===== config.mk =====
export PLATFORM = sky130hd
export DESIGN_NAME = rbcg_serializer
export DESIGN_NICKNAME = d
export VERILOG_FILES = /design/src/hdl/rbcg_pkg.sv /design/src/hdl/rbcg_serializer.sv
export SDC_FILE = /design/constraint.sdc
export NUM_CORES = 1
export LEC_CHECK = 0
export BUFFER_PORTS_ARGS = -buffer_cell sky130_fd_sc_hd__buf_2
export CAP_MARGIN = 20
export CORE_MARGIN = 5
export CORE_UTILIZATION = 54
export DETAILED_ROUTE_END_ITERATION = 16
export PLACE_DENSITY = 0.91
export SLEW_MARGIN = 5
export SYNTH_ARGS = -nofsm -noshare
export SYNTH_HDL_FRONTEND = slang
export SYNTH_SLANG_ARGS = --single-unit

===== constraint.sdc =====
create_clock -name clk -period 13.9 [get_ports clk]
set_input_delay 2.78 -clock clk [delete_from_list [all_inputs] [get_ports clk]]
set_output_delay 2.78 -clock clk [all_outputs]
set_load 0.05 [all_outputs]

===== src/hdl/rbcg_pkg.sv =====
// rbcg_pkg: shared types and constants for the rotated box corner generator
// angle scaling, cordic arctangent table, word kinds and pipeline payloads
// no dependencies
`timescale 1ns / 1ps

package rbcg_pkg;

	// angle units: 1/64 degree, one full turn
	localparam int TURN_UNITS    = 23040;
	localparam int HALF_UNITS    = TURN_UNITS / 2;
	localparam int QUARTER_UNITS = TURN_UNITS / 4;
	localparam int ANG_W         = 17;

	localparam logic signed [ANG_W-1:0] TURN_S     = ANG_W'(TURN_UNITS);
	localparam logic signed [ANG_W-1:0] HALF_S     = ANG_W'(HALF_UNITS);
	localparam logic signed [ANG_W-1:0] QUARTER_S  = ANG_W'(QUARTER_UNITS);
	localparam logic signed [ANG_W-1:0] TQUARTER_S = ANG_W'(3 * QUARTER_UNITS);

	// degrees to q30 radians: z = round(mag * PI_Q30 / HALF_UNITS)
	// split as mag * quotient + (mag * remainder + half) / HALF_UNITS
	localparam longint PI_Q30     = 64'sd3373259426;
	localparam logic [18:0] ZQ_C  = 19'(PI_Q30 / HALF_UNITS);
	localparam logic [12:0] ZR_C  = 13'(PI_Q30 % HALF_UNITS);
	localparam logic [25:0] ZRND_C = 26'(HALF_UNITS / 2);
	// HALF_UNITS = 2^8 * odd part; odd part divided by reciprocal multiply
	localparam int ZDIV_SHIFT  = 8;
	localparam int ZDIV_ODD    = HALF_UNITS >> ZDIV_SHIFT;
	localparam int RECIP_SHIFT = 25;
	localparam logic [19:0] RECIP_C = 20'(((64'sd1 << RECIP_SHIFT) + ZDIV_ODD - 1) / ZDIV_ODD);

	// cordic
	localparam int TABLE_LEN = 24;
	localparam logic signed [31:0] GAIN_Q30 = 32'sd652032874;
	localparam logic [31:0] ATAN_Q30 [TABLE_LEN] = '{
		32'h3243F6A8, 32'h1DAC6705, 32'h0FADBAFC, 32'h07F56EA6, 32'h03FEAB76, 32'h01FFD55B,
		32'h00FFFAAA, 32'h007FFF55, 32'h003FFFEA, 32'h001FFFFD, 32'h000FFFFF, 32'h0007FFFF,
		32'h0003FFFF, 32'h0001FFFF, 32'h0000FFFF, 32'h00007FFF, 32'h00003FFF, 32'h00001FFF,
		32'h00000FFF, 32'h000007FF, 32'h000003FF, 32'h000001FF, 32'h000000FF, 32'h0000007F
	};

	// result word kinds
	localparam logic [2:0] KIND_TL = 3'd0;
	localparam logic [2:0] KIND_TR = 3'd1;
	localparam logic [2:0] KIND_BL = 3'd2;
	localparam logic [2:0] KIND_BR = 3'd3;
	localparam logic [2:0] KIND_N0 = 3'd4;
	localparam logic [2:0] KIND_N1 = 3'd5;

	localparam logic signed [26:0] COORD_MAX = 27'sd8388607;
	localparam logic signed [26:0] COORD_MIN = -27'sd8388608;

	// box geometry carried alongside the angle
	typedef struct packed {
		logic signed [23:0] cx;
		logic signed [23:0] cy;
		logic [22:0]        w;
		logic [22:0]        h;
		logic               flip;
	} box_t;

	// cordic cell payload
	typedef struct packed {
		logic signed [31:0] x;
		logic signed [31:0] y;
		logic signed [31:0] z;
		box_t               box;
	} cordic_t;

	// finished box, ready for serialization
	typedef struct packed {
		logic signed [23:0] cx;
		logic signed [23:0] cy;
		logic [3:0][25:0]   ox;
		logic [3:0][25:0]   oy;
		logic signed [23:0] nc;
		logic signed [23:0] ns;
	} res_t;

endpackage


===== src/hdl/rbcg_serializer.sv =====
// rbcg_serializer: holds one finished box and sends its six words
// depends on rbcg_pkg
`timescale 1ns / 1ps

module rbcg_serializer import rbcg_pkg::*; (
	input  logic               clk,
	input  logic               arst_n,
	input  logic               in_valid,
	input  res_t               in_d,
	output logic               ready,
	output logic               res_valid,
	input  logic               res_stall,
	output logic [2:0]         item_kind,
	output logic signed [23:0] out_x,
	output logic signed [23:0] out_y,
	output logic               last
);

	logic               hold_q;
	logic [2:0]         cnt_q;
	res_t               bank_q;
	logic               out_free, emit, done, take;
	logic [1:0]         ci;
	logic signed [26:0] sx, sy;
	logic signed [23:0] wx, wy;

	// handshake between held box and output register
	always_comb begin
		out_free = !res_valid || !res_stall;
		emit     = hold_q && out_free;
		done     = emit && (cnt_q == KIND_N1);
		ready    = !hold_q || done;
		take     = in_valid && ready;
	end

	// word select: corner with saturation, or a normal
	always_comb begin
		ci = cnt_q[1:0];
		sx = {{3{bank_q.cx[23]}}, bank_q.cx} + {bank_q.ox[ci][25], bank_q.ox[ci]};
		sy = {{3{bank_q.cy[23]}}, bank_q.cy} + {bank_q.oy[ci][25], bank_q.oy[ci]};
		case (cnt_q)
			KIND_N0: begin
				wx = bank_q.nc;
				wy = bank_q.ns;
			end
			KIND_N1: begin
				wx = -bank_q.ns;
				wy = bank_q.nc;
			end
			default: begin
				wx = (sx > COORD_MAX) ? COORD_MAX[23:0] :
					(sx < COORD_MIN) ? COORD_MIN[23:0] : sx[23:0];
				wy = (sy > COORD_MAX) ? COORD_MAX[23:0] :
					(sy < COORD_MIN) ? COORD_MIN[23:0] : sy[23:0];
			end
		endcase
	end

	always_ff @(posedge clk or negedge arst_n) begin
		if (!arst_n) begin
			hold_q    <= 1'b0;
			cnt_q     <= KIND_TL;
			res_valid <= 1'b0;
		end else begin
			if (take) begin
				hold_q <= 1'b1;
			end else if (done) begin
				hold_q <= 1'b0;
			end
			if (done) begin
				cnt_q <= KIND_TL;
			end else if (emit) begin
				cnt_q <= cnt_q + 3'd1;
			end
			if (emit) begin
				res_valid <= 1'b1;
			end else if (out_free) begin
				res_valid <= 1'b0;
			end
		end
	end

	always_ff @(posedge clk) begin
		if (take) begin
			bank_q <= in_d;
		end
		if (emit) begin
			item_kind <= cnt_q;
			out_x     <= wx;
			out_y     <= wy;
			last      <= (cnt_q == KIND_N1);
		end
	end

endmodule


== After elaboration in Yosys (flattened, before gate mapping) ==
Index checks and enable logic that the tools add are counted.

* Output and inout port bits: 54
* Flip-flop bits (word level): 361
* Word-level logic and storage cells: 57
* Input port bits: 308

* Mux-type cells: 16
* Add/subtract/negate cells: 4
* Reduce and logical (&&, ||, !) cells: 11
* Equality and inequality tests: 2
* $lt $le $gt $ge: 5

{| class="wikitable"
|+ Operators by type and width
! cell !! count
|-
| $bmux 26 s2 || 2
|-
| $mux 24 || 4
|-
| $pmux 24 s2 || 2
|-
| $add 24x26->27 || 2
|-
| $gt 27x24->1 const B || 2
|-
| $lt 27x24->1 const B || 2
|-
| $mux 26 || 2
|-
| $neg 24->24 || 1
|-
| $eq 3x3->1 const B || 2
|-
| $mux 3 || 2
|-
| $reduce_bool 2->1 || 3
|-
| $mux 1 || 4
|-
| $add 3x1->3 const B || 1
|-
| $logic_and 1x1->1 || 3
|-
| $logic_not 1->1 || 3
|-
| $lt 2x3->1 const B || 1
|-
| $logic_or 1x1->1 || 2
|}

== Longest topological paths before layout ==
* Word-level depth: 7
* Depth in mapped cells: 16
* Mapped depth without buffers: 13

== Worst setup path before layout ==
Ideal clock, no wire load.

* Kind: input -> register
* Start: in res_stall
* End: reg bank_q[0] (netlist name) (enable)
* Arrival time: 12.066 ns
* Setup slack: 1.131 ns
* Path buffers: 1
* Setup time: 0.703 ns
* Data required time: 13.197 ns
* Stages on the path: 6
* Cell sequence: nand2_1 and2_1 clkbuf_1 nand2_1 nand2_1 and2_1

* Cells in the longest elaborated chain, start to end: 6

{| class="wikitable"
|+ RTL lines
! what !! RTL line !! source
|-
| from (decl) || rbcg_serializer.sv:12 || <nowiki>input logic res_stall,</nowiki>
|-
| $logic_not 1->1 || rbcg_serializer.sv:29 || <nowiki>out_free = !res_valid || !res_stall;</nowiki>
|-
| $logic_or 1x1->1 || rbcg_serializer.sv:29 ||
|-
| $logic_and 1x1->1 || rbcg_serializer.sv:30 || <nowiki>emit = hold_q && out_free;</nowiki>
|-
| net emit || rbcg_serializer.sv:22 || <nowiki>logic out_free, emit, done, take;</nowiki>
|-
| $logic_and 1x1->1 || rbcg_serializer.sv:31 || <nowiki>done = emit && (cnt_q == KIND_N1);</nowiki>
|-
| $logic_or 1x1->1 || rbcg_serializer.sv:32 || <nowiki>ready = !hold_q || done;</nowiki>
|-
| net ready || rbcg_serializer.sv:10 || <nowiki>output logic ready,</nowiki>
|-
| $logic_and 1x1->1 || rbcg_serializer.sv:33 || <nowiki>take = in_valid && ready;</nowiki>
|-
| net take || rbcg_serializer.sv:22 ||
|-
| to (signal assigned) || rbcg_serializer.sv:85 || <nowiki>bank_q <= in_d;</nowiki>
|-
| to (decl) || rbcg_serializer.sv:21 || <nowiki>res_t bank_q;</nowiki>
|}

The timed path passes the listed nets, and every way through them passes these cells.
A chain may end at the register's enable or synchronous reset.

== Final worst setup path ==
* Start: in res_stall
* End: out ready

* Cells in the longest elaborated chain, start to end: 5

{| class="wikitable"
|+ RTL lines
! what !! RTL line
|-
| $logic_not 1->1 || rbcg_serializer.sv:29
|-
| $logic_or 1x1->1 || rbcg_serializer.sv:29
|-
| $logic_and 1x1->1 || rbcg_serializer.sv:30
|-
| $logic_and 1x1->1 || rbcg_serializer.sv:31
|-
| $logic_or 1x1->1 || rbcg_serializer.sv:32
|-
| to (decl) || rbcg_serializer.sv:10
|}

No other way between the ends.

==> impl_table.tex <==
\begin{tabular}{lr}
\hline
Metric & Value \\
\hline
\multicolumn{2}{l}{\textbf{Worst setup path}} \\
\quad Critical path class & in2out \\
\quad Crit path buffers/inverters & 3 \\
\quad CP endpoint kind & primary output \\
\quad CP dominant cell by count & nand2\_1 \\
\quad Critical path, cell by cell & buf\_2 -> nand2\_1 -> and2\_2 -> buf\_4 -> nand2\_1 -> nand2\_1 -> buf\_2 \\
\quad Endpoint arrival time on the critical path & $\sim$4.3 ns \\
\quad Worst endpoint required time & $\sim$11 ns \\
\quad Delay of the slowest cell on the worst path & 0.60 ns \\
\quad Worst Path Max Fanout & 59 \\
\quad Top delay family on crit path & buffers and inverters \\
\quad Crit start category & input port \\
\quad Cell at the slowest stage of the critical path & buf\_4 \\
\multicolumn{2}{l}{\textbf{STA}} \\
\quad Endpoints failing hold & 0 \\
\quad Setup repair after global routing missed its margin & false \\
\quad Crit path time final & 7.04 ns \\
\quad Max-slew violations & 0 \\
\quad Maximum clock rate & 142 MHz \\
\quad Headroom to the max-slew limit & a little under a third \\
\quad Worst Hold Margin & about 0.5 ns \\
\quad Post-route worst setup slack & 6.86 ns \\
\quad Slew at the pin closest to its max-slew limit & 1.03 ns \\
\quad Final sum of negative setup slack & 0 ns \\
\quad Final count of negative-setup-slack endpoints & 0 \\
\quad Clock skew after layout & 0.0168 ns \\
\quad Final worst-path cycle share & 50.7\% \\
\multicolumn{2}{l}{\textbf{Synth}} \\
\quad Post-synthesis instance area & 0.0160 mm\^{}2 \\
\quad Cell types with the highest counts after synthesis & edfxtp\_1 (356), ha\_1 (56), mux4\_2 (52) \\
\quad Number of enable-type register cells in the synthesized netlist & 356 \\
\quad Share of synthesized registers carrying an async set or reset & around 1.4\% \\
\quad Number of instances in the synthesized netlist & between 900 and 1000 \\
\quad Yosys synthesis warning count & 0 \\
\quad Average instance area after synthesis & between 15 and 20 um\^{}2 \\
\quad Most used DFF post-synth & edfxtp\_1 \\
\quad Synth area leaders & edfxtp\_1 (67\%), mux4\_2 (7.3\%), ha\_1 (4.4\%) \\
\quad Number of library cell types mapped by synthesis & 71 \\
\quad Total nets after synthesis & between 1000 and 1500 \\
\quad Sequential-to-total area share from yosys stat & 67.4\% \\
\quad Post-synth top area share & 66.6\% \\
\quad Most instantiated library cell after synthesis & edfxtp\_1 \\
\quad Synthesized flop and latch total & 361 \\
\quad Post-synthesis cell type with the largest combined area & edfxtp\_1 \\
\multicolumn{2}{l}{\textbf{Drt}} \\
\quad Number of vias per cell after detailed routing & a little under 6 \\
\quad Highest layer used for signal routing & met4 \\
\quad Remaining DRCs & 0 \\
\quad Detailed-routed wire length on met2 & $\sim$20 mm \\
\quad DR vias & 10400 \\
\quad Routed met1 length & 14.8 mm \\
\quad Number of DRC markers after the initial detailed-route iteration & 1050 \\
\quad Antenna Nets Post-Route & 0 \\
\quad Wire length per cell & 22.5 um \\
\quad Wire length on met3 & 3.03 mm \\
\quad Number of detailed-route iterations in the first pass & 6 \\
\quad Routed Wire Length & 39.9 mm \\
\multicolumn{2}{l}{\textbf{Clock network}} \\
\quad CTS tree & yes \\
\quad Sink Count & 361 \\
\quad Maximum number of buffers from clock root to sink & 3 \\
\quad Number of buffers created by CTS & 38 \\
\quad Clock slew at the register clock pins of the worst setup and hold paths & roughly 0.06 ns \\
\quad Number of setup buffers added after CTS & 0 \\
\quad PostCTS Resize Cnt & 0 \\
\quad Count of hold-fix buffers inserted at cts & 0 \\
\quad Root buffer cell & clkbuf\_16 \\
\quad Clock latency reported for the late side of the worst-skew pair & 0.51 ns \\
\quad Maximum level of the CTS H-tree & 2 \\
\multicolumn{2}{l}{\textbf{Cells and area}} \\
\quad Area of all placed cells without fillers & 0.0195 mm\^{}2 \\
\quad Count of nets after finishing & 1713 \\
\quad Number of fillers in the final layout & 2003 \\
\quad Area delta synth->final & 21.6\% \\
\quad Ratio of cells with drive above 1 in the final layout & 37.7\% \\
\multicolumn{2}{l}{\textbf{Place}} \\
\quad Pre-CTS setup slack & 6.87 ns \\
\quad HPWL Detailed & 29.4 mm \\
\quad Total cell area at the placement stage & around 0.018 mm\^{}2 \\
\quad PortBufs & $\sim$360 \\
\quad GP Congestion & 0.920 \\
\multicolumn{2}{l}{\textbf{Run status}} \\
\quad Result of the run & finished, final reports clean \\
\multicolumn{2}{l}{\textbf{Power}} \\
\quad Total power density per cell area & 235 mW/mm\^{}2 \\
\quad Cell leakage power & a little over 7 nW \\
\quad Worst voltage drop across the vdd grid & roughly 130 uV \\
\multicolumn{2}{l}{\textbf{Global route}} \\
\quad Maximum number of pins on one net before global-route repair & 92 \\
\quad Antenna violations before repair & 8 \\
\quad Total gr overflow & 0 \\
\quad Global-route wire length before repair & a little over 60 mm \\
\quad Via count of the first global-routing pass & 10900 \\
\quad GRT Overall Usage & 23.7\% \\
\multicolumn{2}{l}{\textbf{Floorplanning}} \\
\quad X dimension of the die & 182 um \\
\quad Core region area & 0.0295 mm\^{}2 \\
\quad Row count & between 60 and 70 \\
\quad Die area & 0.0333 mm\^{}2 \\
\quad I/O Pins & 362 \\
\quad Die span in y & about 180 um \\
\quad Starting Density & 54.4\% \\
\multicolumn{2}{l}{\textbf{Hold path}} \\
\quad Worst Hold Class & reg2reg \\
\multicolumn{2}{l}{\textbf{Job}} \\
\quad Max-Cap Viols & 0 \\
\hline
\end{tabular}
final timing paths:
kind	endpoint	cells past startpoint	slack [ns]	from
setup / recovery	ready	7	6.86	res_stall
hold / removal	res_valid	1	0.50	hold_q
setup reg to reg	out_x[22]	13	8.08	cnt_q[0]
hold reg to reg	res_valid	1	0.50	hold_q
max in group asynchronous	cnt_q[0]	1	11.65	arst_n
min in group asynchronous	res_valid	1	2.08	arst_n
flip-flops by register name, indices dropped and copies added, names as in the netlist:
signal / flops
hold_q: 1
out_x: 24
cnt_q: 3
item_kind: 3
res_valid: 1
out_y: 24
bank_q: 304
last: 1
final cells by class:
type	instances	area (um^2)	area share, %
inverters	22	82.6	0.423
clock buffers	45	998	5.12
flip-flops and latches	361	10800	55.5
diodes	8	20.0	0.103
repair buffers	371	1900	9.75
well taps	390	488	2.50
clock inverters	23	204	1.05
multi-input cells	553	5000	25.6
layer usage:
metal	up-vias	global-route usage, %
li1	4719	-
met5	-	0
met2	513	40.7
met3	95	4.60
met1	5075	29.8
met4	0	9.79
logic make-up after synthesis:
group | share of synthesized area (%)
xor+xnor | 3.33
fa+ha+maj | 4.62
flops | 67.4
buf+inv | 1.49
mux | 7.36
compound gates | 11.8
simple gates | 4.03
cell usage in the layout, fill, tap and decap left out, types with 8 or more instances in the layout:
cell type / synthesis / routed
ha_1: 56 / 56
a21o_1: 25 / 25
or3_1: 8 / 8
edfxtp_1: 356 / 356
xor2_1: 29 / 29
o211ai_1: 25 / 25
buf_2: 4 / 361
o21bai_1: 8 / 8
buf_4: 2 / 9
xnor2_1: 32 / 32
nor3_1: 11 / 11
nor2_1: 21 / 21
mux4_2: 52 / 52
o21ai_0: 33 / 33
inv_1: 22 / 22
o211ai_2: 20 / 20
diode_2: 0 / 8
a21oi_1: 46 / 46
nand3_1: 8 / 8
clkbuf_16: 0 / 39
a22oi_1: 41 / 41
nand2_1: 36 / 36
metrics by stage:
step	total power [mW]	cells	utilization (%)
floorplan	3.16	970	-
global placement	3.52	1696	61.9
detailed placement	3.61	1696	61.9
CTS	4.60	1764	66.0
global route	4.84	1773	66.2
finish	4.59	1773	66.2
where the power goes:
group          internal (mW)  switching, mW  total [mW]
sequential              1.47         0.0860        1.56
combinational          0.752           1.30        2.06
clock                  0.572          0.403       0.974
total                   2.80           1.79        4.59
Note: power is estimated with default switching activity, not from simulation.
